===== src/lcdw_pkg.sv =====
package lcdw_pkg;

  // Width of the request value field and default digit limit.
  localparam int VALUE_W        = 16;
  localparam int MAX_DIGITS_DEF = 5;
  localparam int INIT_CMDS      = 4;

  // Request codes.
  typedef enum logic [1:0] {
    OP_INIT     = 2'd0,
    OP_CHAR     = 2'd1,
    OP_UNSIGNED = 2'd2,
    OP_SIGNED   = 2'd3
  } op_t;

  // Kind of bus write that the controller asks the datapath to form.
  typedef enum logic [2:0] {
    WK_INIT,
    WK_ADDR,
    WK_CHAR,
    WK_MINUS,
    WK_DIGIT
  } wr_kind_t;

  localparam logic [7:0] CMD_SET_ADDR = 8'h80;
  localparam logic [7:0] ROW1_OFFSET  = 8'h40;
  localparam logic [7:0] ASCII_ZERO   = 8'h30;
  localparam logic [7:0] ASCII_MINUS  = 8'h2D;

  // Fixed setup sequence: function set, display on, entry mode, clear.
  function automatic logic [7:0] init_cmd(input logic [2:0] idx);
    logic [7:0] c;
    case (idx)
      3'd0:    c = 8'h38;
      3'd1:    c = 8'h0C;
      3'd2:    c = 8'h06;
      default: c = 8'h01;
    endcase
    return c;
  endfunction

  // Commands from the controller to the datapath.
  typedef struct packed {
    logic     load_req;
    logic     conv_step;
    logic     load_out;
    wr_kind_t kind;
    logic [2:0] idx;
    logic     last;
  } lcdw_cmd_t;

  // Status from the datapath to the controller.
  typedef struct packed {
    op_t        opcode;
    logic       negative;
    logic [2:0] digits;
  } lcdw_sts_t;

endpackage


===== src/lcdw_req_if.sv =====
interface lcdw_req_if;
  logic        valid;
  logic        ready;
  logic [1:0]  opcode;
  logic [1:0]  line;
  logic [5:0]  column;
  logic [15:0] value;
  logic [2:0]  digit_count;

  modport source (output valid, opcode, line, column, value, digit_count, input ready);
  modport sink   (input valid, opcode, line, column, value, digit_count, output ready);
endinterface


===== src/lcdw_wr_if.sv =====
interface lcdw_wr_if;
  logic       valid;
  logic       ready;
  logic       is_data;
  logic [7:0] bus_byte;
  logic       last;

  modport source (output valid, is_data, bus_byte, last, input ready);
  modport sink   (input valid, is_data, bus_byte, last, output ready);
endinterface


===== src/lcdw_datapath.sv =====
module lcdw_datapath #(
  parameter int MAX_DIGITS = lcdw_pkg::MAX_DIGITS_DEF
) (
  input  logic                 clk,
  input  logic [1:0]           opcode,
  input  logic [1:0]           line,
  input  logic [5:0]           column,
  input  logic [15:0]          value,
  input  logic [2:0]           digit_count,
  input  lcdw_pkg::lcdw_cmd_t  cmd,
  output lcdw_pkg::lcdw_sts_t  sts,
  output logic                 is_data,
  output logic [7:0]           bus_byte,
  output logic                 last
);

  localparam int VW = lcdw_pkg::VALUE_W;

  logic [7:0]    addr_base;
  logic [7:0]    char_byte;
  logic [VW-1:0] shifter;
  logic [3:0]    bcd [MAX_DIGITS];

  logic          neg_in;
  logic [VW-1:0] mag_in;
  logic [2:0]    digits_in;
  logic [3:0]    adj [MAX_DIGITS];
  logic [3:0]    digit_sel;
  logic [7:0]    byte_next;

  always_comb begin
    neg_in    = (lcdw_pkg::op_t'(opcode) == lcdw_pkg::OP_SIGNED) && value[VW-1];
    mag_in    = neg_in ? VW'(~value + 16'd1) : value;
    digits_in = (digit_count > 3'(MAX_DIGITS)) ? 3'(MAX_DIGITS) : digit_count;
  end

  // Add-3 correction of each BCD digit before the shift.
  always_comb begin
    for (int i = 0; i < MAX_DIGITS; i++) begin
      adj[i] = (bcd[i] >= 4'd5) ? 4'(bcd[i] + 4'd3) : bcd[i];
    end
  end

  always_comb begin
    digit_sel = 4'd0;
    for (int i = 0; i < MAX_DIGITS; i++) begin
      if (cmd.idx == 3'(i)) begin
        digit_sel = bcd[i];
      end
    end
  end

  always_comb begin
    unique case (cmd.kind)
      lcdw_pkg::WK_INIT:  byte_next = lcdw_pkg::init_cmd(cmd.idx);
      lcdw_pkg::WK_ADDR:  byte_next = lcdw_pkg::CMD_SET_ADDR | addr_base;
      lcdw_pkg::WK_CHAR:  byte_next = char_byte;
      lcdw_pkg::WK_MINUS: byte_next = lcdw_pkg::ASCII_MINUS;
      default:            byte_next = lcdw_pkg::ASCII_ZERO | {4'd0, digit_sel};
    endcase
  end

  always_ff @(posedge clk) begin
    if (cmd.load_req) begin
      sts.opcode   <= lcdw_pkg::op_t'(opcode);
      sts.negative <= neg_in;
      sts.digits   <= digits_in;
      addr_base    <= 8'({2'b00, column} + 8'hFF
                         + ((line == 2'd1) ? 8'h00 : lcdw_pkg::ROW1_OFFSET));
      char_byte    <= value[7:0];
      shifter      <= mag_in;
      for (int i = 0; i < MAX_DIGITS; i++) begin
        bcd[i] <= 4'd0;
      end
    end else if (cmd.conv_step) begin
      // Double dabble: one magnitude bit enters the BCD digits per step.
      shifter <= {shifter[VW-2:0], 1'b0};
      bcd[0]  <= {adj[0][2:0], shifter[VW-1]};
      for (int i = 1; i < MAX_DIGITS; i++) begin
        bcd[i] <= {adj[i][2:0], adj[i-1][3]};
      end
    end
    if (cmd.load_out) begin
      is_data  <= (cmd.kind != lcdw_pkg::WK_INIT) && (cmd.kind != lcdw_pkg::WK_ADDR);
      bus_byte <= byte_next;
      last     <= cmd.last;
    end
  end

endmodule


===== src/lcdw_controller.sv =====
module lcdw_controller (
  input  logic                clk,
  input  logic                rst,
  input  logic                in_valid,
  output logic                in_ready,
  output logic                out_valid,
  input  logic                out_ready,
  input  lcdw_pkg::lcdw_sts_t sts,
  output lcdw_pkg::lcdw_cmd_t cmd
);

  localparam int CW = $clog2(lcdw_pkg::VALUE_W);

  typedef enum logic [2:0] {S_IDLE, S_DECODE, S_CONV, S_PICK, S_SEND} state_t;
  typedef enum logic [2:0] {PH_INIT, PH_ADDR, PH_CHAR, PH_MINUS, PH_DIGIT} phase_t;

  state_t      state;
  phase_t      phase;
  phase_t      phase_next;
  logic [2:0]  idx;
  logic [2:0]  idx_next;
  logic [CW-1:0] cnt;
  logic        last_sent;
  logic        pick_last;
  lcdw_pkg::wr_kind_t kind;

  assign in_ready = (state == S_IDLE);

  // Chooses the write to form now and what follows it.
  always_comb begin
    phase_next = phase;
    idx_next   = idx;
    pick_last  = 1'b0;
    kind       = lcdw_pkg::WK_DIGIT;
    unique case (phase)
      PH_INIT: begin
        kind      = lcdw_pkg::WK_INIT;
        pick_last = (idx == 3'(lcdw_pkg::INIT_CMDS - 1));
        idx_next  = 3'(idx + 3'd1);
      end
      PH_ADDR: begin
        kind = lcdw_pkg::WK_ADDR;
        if (sts.opcode == lcdw_pkg::OP_CHAR) begin
          phase_next = PH_CHAR;
        end else if (sts.negative) begin
          phase_next = PH_MINUS;
        end else if (sts.digits == 3'd0) begin
          pick_last = 1'b1;
        end else begin
          phase_next = PH_DIGIT;
          idx_next   = 3'(sts.digits - 3'd1);
        end
      end
      PH_CHAR: begin
        kind      = lcdw_pkg::WK_CHAR;
        pick_last = 1'b1;
      end
      PH_MINUS: begin
        kind = lcdw_pkg::WK_MINUS;
        if (sts.digits == 3'd0) begin
          pick_last = 1'b1;
        end else begin
          phase_next = PH_DIGIT;
          idx_next   = 3'(sts.digits - 3'd1);
        end
      end
      default: begin
        kind      = lcdw_pkg::WK_DIGIT;
        pick_last = (idx == 3'd0);
        idx_next  = 3'(idx - 3'd1);
      end
    endcase
  end

  always_comb begin
    cmd.load_req  = in_valid && (state == S_IDLE);
    cmd.conv_step = (state == S_CONV);
    cmd.load_out  = (state == S_PICK);
    cmd.kind      = kind;
    cmd.idx       = idx;
    cmd.last      = pick_last;
  end

  always_ff @(posedge clk) begin
    if (rst) begin
      state     <= S_IDLE;
      phase     <= PH_INIT;
      idx       <= 3'd0;
      cnt       <= '0;
      last_sent <= 1'b0;
      out_valid <= 1'b0;
    end else begin
      unique case (state)
        S_IDLE: begin
          if (in_valid) begin
            state <= S_DECODE;
          end
        end
        S_DECODE: begin
          cnt <= '0;
          idx <= 3'd0;
          if (sts.opcode == lcdw_pkg::OP_INIT) begin
            phase <= PH_INIT;
            state <= S_PICK;
          end else if (sts.opcode == lcdw_pkg::OP_CHAR) begin
            phase <= PH_ADDR;
            state <= S_PICK;
          end else begin
            phase <= PH_ADDR;
            state <= S_CONV;
          end
        end
        S_CONV: begin
          cnt <= CW'(cnt + 1'b1);
          if (cnt == CW'(lcdw_pkg::VALUE_W - 1)) begin
            state <= S_PICK;
          end
        end
        S_PICK: begin
          phase     <= phase_next;
          idx       <= idx_next;
          last_sent <= pick_last;
          out_valid <= 1'b1;
          state     <= S_SEND;
        end
        default: begin
          if (out_ready) begin
            out_valid <= 1'b0;
            state     <= last_sent ? S_IDLE : S_PICK;
          end
        end
      endcase
    end
  end

endmodule


===== src/char_lcd_number_writer.sv =====
// Channel | Role   | Payload
// req     | sink   | opcode, line, column, value, digit_count
// wr      | source | is_data, bus_byte, last
//
// One request is taken at a time, and only from the idle state. After acceptance
// a decode state follows; number requests then pass through the shift-and-add-3
// BCD converter. Each bus write passes through a pick state and a send state, and
// the send state holds for as long as wr.ready stays low. After the last beat the
// controller returns to the idle state before the next request can be taken.
// Reset is synchronous and clears only the controller; a stalled beat holds its
// payload in the output register.
module char_lcd_number_writer #(
  parameter int MAX_DIGITS = lcdw_pkg::MAX_DIGITS_DEF
) (
  input logic        clk,
  input logic        rst,
  lcdw_req_if.sink   req,
  lcdw_wr_if.source  wr
);

  lcdw_pkg::lcdw_cmd_t cmd;
  lcdw_pkg::lcdw_sts_t sts;

  // The controller sequences the writes of a request and owns both handshakes.
  lcdw_controller u_ctrl (
    .clk       (clk),
    .rst       (rst),
    .in_valid  (req.valid),
    .in_ready  (req.ready),
    .out_valid (wr.valid),
    .out_ready (wr.ready),
    .sts       (sts),
    .cmd       (cmd)
  );

  // The datapath holds the request, converts the magnitude to BCD and forms
  // each bus byte into the output register.
  lcdw_datapath #(
    .MAX_DIGITS (MAX_DIGITS)
  ) u_dp (
    .clk         (clk),
    .opcode      (req.opcode),
    .line        (req.line),
    .column      (req.column),
    .value       (req.value),
    .digit_count (req.digit_count),
    .cmd         (cmd),
    .sts         (sts),
    .is_data     (wr.is_data),
    .bus_byte    (wr.bus_byte),
    .last        (wr.last)
  );

endmodule


===== src/flat_wrapper.sv =====
// flat-port wrapper written by rule: the top's interface ports become plain ports
module char_lcd_number_writer_flat 
#(
  parameter int MAX_DIGITS = lcdw_pkg::MAX_DIGITS_DEF
)
  (clk, rst, req_valid, req_opcode, req_line, req_column, req_value, req_digit_count, req_ready, wr_valid, wr_is_data, wr_bus_byte, wr_last, wr_ready);
  lcdw_req_if req_i ();
  lcdw_wr_if wr_i ();
  input logic clk;
  input logic rst;
  input wire logic [$bits(req_i.valid)-1:0] req_valid;
  input wire logic [$bits(req_i.opcode)-1:0] req_opcode;
  input wire logic [$bits(req_i.line)-1:0] req_line;
  input wire logic [$bits(req_i.column)-1:0] req_column;
  input wire logic [$bits(req_i.value)-1:0] req_value;
  input wire logic [$bits(req_i.digit_count)-1:0] req_digit_count;
  output wire logic [$bits(req_i.ready)-1:0] req_ready;
  output wire logic [$bits(wr_i.valid)-1:0] wr_valid;
  output wire logic [$bits(wr_i.is_data)-1:0] wr_is_data;
  output wire logic [$bits(wr_i.bus_byte)-1:0] wr_bus_byte;
  output wire logic [$bits(wr_i.last)-1:0] wr_last;
  input wire logic [$bits(wr_i.ready)-1:0] wr_ready;
  assign req_i.valid = req_valid;
  assign req_i.opcode = req_opcode;
  assign req_i.line = req_line;
  assign req_i.column = req_column;
  assign req_i.value = req_value;
  assign req_i.digit_count = req_digit_count;
  assign req_ready = req_i.ready;
  assign wr_valid = wr_i.valid;
  assign wr_is_data = wr_i.is_data;
  assign wr_bus_byte = wr_i.bus_byte;
  assign wr_last = wr_i.last;
  assign wr_i.ready = wr_ready;
  char_lcd_number_writer #(.MAX_DIGITS(MAX_DIGITS)) u_core (.clk(clk), .rst(rst), .req(req_i), .wr(wr_i));
endmodule

===== config.mk =====
export PLATFORM = sky130hd
export DESIGN_NAME = char_lcd_number_writer_flat
export DESIGN_NICKNAME = d
export VERILOG_FILES = /design/src/lcdw_pkg.sv /design/src/lcdw_req_if.sv /design/src/lcdw_wr_if.sv /design/src/lcdw_datapath.sv /design/src/lcdw_controller.sv /design/src/char_lcd_number_writer.sv /design/src/flat_wrapper.sv
export SDC_FILE = /design/constraint.sdc
export NUM_CORES = 1
export LEC_CHECK = 0
export ABC_AREA = 1
export ABC_CLOCK_PERIOD_IN_PS = 3200
export BUFFER_PORTS_ARGS = -buffer_cell sky130_fd_sc_hd__clkbuf_2
export CAP_MARGIN = 30
export CORE_UTILIZATION = 25
export CTS_BUF_LIST = sky130_fd_sc_hd__clkbuf_4 sky130_fd_sc_hd__clkbuf_8
export DETAILED_ROUTE_END_ITERATION = 10
export PLACE_DENSITY = 0.46
export SLEW_MARGIN = 0
export SYNTH_ARGS = -nofsm -noshare
export SYNTH_HDL_FRONTEND = slang
export SYNTH_SLANG_ARGS = --single-unit

===== constraint.sdc =====
create_clock -name clk -period 3.2 [get_ports clk]
set_clock_uncertainty 0.15 [all_clocks]
set_input_delay 0.16 -clock clk [delete_from_list [all_inputs] [get_ports clk]]
set_output_delay 0.16 -clock clk [all_outputs]
set_load 0.02 [all_outputs]

==> reports/results.ini <==
[clock_tree]
clockBufferDepth = 2
cts_setup_buffers = 0
path_clk_slew_ns = 0.09
clk_latency_ns = 0.37
cts_resized = 0
cts.sinks = 82
cts-buffers-inserted = 9
cts_tree = built
htreeDepth = 3
cts_root_buf = clkbuf_8

[synthesis]
synth_fa_ha_area_share_pct = 5.63
synth_compound_area_share_pct = 11.5
syn-num-nets = 606
yosys_warnings = 0
synthSimpleGateAreaFrac_pct = 23.4
yosysSeqAreaShare_pct = 49.6
synth-xor-area-share_pct = 2.06
synthArstFlopShare_pct = 0
synth_edf_count = 67
synth_top_flop_cell = edfxtp_1
synth_area_um2 = 4670
syn_avg_cell_area_um2 = 8.45
synth_top_family_by_area = simple AND/OR/NAND/NOR gates
ys_ff_latch = 82
ys_types = 38
synth.area.mux_share_pct = 0
syn_inst = 552

[grt]
met2_usage_pct = 20.5
grt_pass1_wl_um = 18500
grt_pass1_vias = 3843
grtUsageMet1_pct = 15.4
grt_antenna_before_repair = 0
grt_use_met3_pct = 2.24
gr-max-usage-layer = met2
grt-ovfl-total = 0
globalRouteTotalUtil_pct = 12.2
grt_max_degree = 32

[die]
die_w_um = 139
start_util_pct = 25.7
ios = 45
die_h_um = 139
die_area_um2 = 19200
core_um2 = 18100
rows = 49

[power]
totalPowerFinal_uw = 4440
swShare_pct = 41.0
power_density_nw_per_um2 = 799
seqPwrFrac_pct = 43.2
combPwrFrac_pct = 39.7
p_int_uw = 2620
total_leakage_power_uw = 0.00239
switching_power_uw = 1820
power.share.clock_pct = 17.1
irDropWorstVdd_mv = 0.254

[critical_path]
arrival_ns = 2.09
path_max_fanout = 31
path_class = reg -> reg
start_kind = flop
worstPathRequired_ns = 3.12
crit_path_end_kind = flop

[sta]
max_freq_mhz = 460
rsz0062_at_grt = false
tightest_slew_ns = 0.555
relSlewSlack_pct = 62.9
finalCriticalPeriod_ns = 2.17
setup-tns-final_ns = 0
setup_viol = 0
slew_viol_final = 0
period_share_pct = 67.9
report.final.hold_viol_count = 0

[placed_design]
dp_hpwl_um = 8360
numPortBuffers = 44
globalplace.congestion = 0.853

[cells_and_area]
drive_above_1_share_pct = 13.9
num-nets-final = 676
syn_to_final_growth_pct = 19.2
antenna_cells = 0

[detailed_routing]
routed_wl_um = 11100
drt_iter0_markers = 237
vias = 3868
vias_per_cell = 4.52
drtAntennaViolNets = 0
drc = 2
first_pass_iters = 8
wl_per_cell_um = 13.0

[run_status]
violations = design-rule violations
status = finished with violations

[flow_run]
cap_violations = 0

[min_path]
hp-class = in -> reg

[synthesized netlist by cell type, drive strengths merged, types with 2 or more instances]
library cell,n,area [um^2]
nor3,9,50.1
o21ai,42,210
a221oi,3,26.3
buf,8,51.3
nand4,4,25.0
xor2,7,61.3
nor2,57,248
ha,21,263
xnor2,4,35.0
o22ai,2,12.5
nand3b,2,15.0
clkbuf,2,7.51
nand2,133,527
nand3,43,215
edfxtp,67,2010
a211oi,3,27.5
inv,81,307
dfxtp,15,300
a21oi,43,226
[placed cells by master, fill, tap and decap left out, types with 3 or more instances in the layout]
cell	Yosys	layout
nand2_1	126	126
inv_1	72	72
edfxtp_1	67	67
nor2_1	53	53
clkbuf_2	0	44
nand3_1	43	43
a21oi_1	40	40
o21ai_0	40	40
dlygate4sd3_1	0	22
ha_1	21	21
dfxtp_1	15	15
clkbuf_8	0	9
inv_2	8	8
nor3_1	8	8
xor2_1	7	7
nand2_2	5	5
nand4_1	4	4
xnor2_1	4	4
a221oi_1	3	3
a21oi_2	3	3
[stage by stage]
step | utilization (%) | setup WS [ns] | cell area [um^2] | hold slack, ns | instances
floorplan | - | 0.773 | 4670 | 0.109 | 552
global placement | 28.4 | 1.03 | 5150 | 0.223 | 818
detailed placement | 28.4 | 1.01 | 5150 | 0.227 | 818
CTS | 30.6 | 1.00 | 5560 | 0.0183 | 855
global route | 30.6 | 0.832 | 5560 | 0.0584 | 855
finish | 30.6 | 1.03 | 5560 | 0.0177 | 855
[registers in the layout, indices dropped and copies added (netlist names)]
name	cells
u_core.u_ctrl.idx	3
u_core.u_ctrl.state	3
u_core.u_ctrl.cnt	4
u_core.u_dp.last	1
u_core.u_ctrl.out_valid	1
u_core.u_dp.sts	6
u_core.u_ctrl.last_sent	1
u_core.u_dp.bus_byte	8
u_core.u_dp.char_byte	8
u_core.u_dp.is_data	1
u_core.u_ctrl.phase	3
u_core.u_dp.shifter	16
u_core.u_dp.bcd	20
u_core.u_dp.addr_base	7
[final timing paths]
| path | from | to | slack [ns] | cells past startpoint |
|---|---|---|---|---|
| worst min-delay path | req_line[1] | u_core.u_dp.addr_base[6] | 0.02 | 3 |
| worst min register to register | u_core.u_ctrl.out_valid | u_core.u_ctrl.out_valid | 0.34 | 2 |
| worst max-delay path | u_core.u_ctrl.state[2] | u_core.u_dp.shifter[2] | 1.03 | 8 |
| worst max register to register | u_core.u_ctrl.state[2] | u_core.u_dp.shifter[2] | 1.03 | 8 |
[timing repair]
action,CTS,global route
setup endpoints to repair,0,0
hold endpoints to repair,24,0
hold buffers,22,0
[layer usage]
metal,wire length [um],share of wire [%],vias to the layer above
met2,5330,48,79
met5,0,0,-
met4,174,1.6,0
met1,5230,47,1796
li1,-,-,1981
met3,375,3.4,12
[layout make-up]
| class | count | area, um^2 |
|---|---|---|
| clock buffer | 9 | 124 |
| clock inverter | 6 | 67.6 |
| timing repair buffer | 69 | 475 |
| sequential | 82 | 2310 |
| multi-input combinational | 379 | 1990 |
| inverter | 81 | 307 |
| fill | 1969 | 12600 |
| tap | 229 | 287 |
[cells by family (layout without fill, tap and decap cells)]
| family | Yosys count | in the layout |
|---|---|---|
| and+or+nand+nor | 250 | 250 |
| AOI/OAI and AO/OA | 97 | 97 |
| buffers and inverters | 91 | 165 |
| DFF | 82 | 82 |
| adders and majority gates | 21 | 21 |
| xor gates and xnor gates | 11 | 11 |
[critical path: stages, from the launching register on]
cell and delay (ns):
dfxtp_1 0.35, nor2_1 0.19, nand2_1 0.11, inv_2 0.07
nand2_2 0.25, inv_1 0.18, nor2_1 0.06, inv_1 0.24
buf_12 0.24
[power groups by stage]
stage                     Combinational (uW)  Sequential [uW]  Clock (uW)
after floorplan                         1230             1910           0
after global placement                  1730             1940           0
after detailed placement                1750             1940           0
after CTS                               1780             1920         791
after global routing                    2010             1970         828
final                                   1760             1920         762
Power figures use the tool's default switching activity.
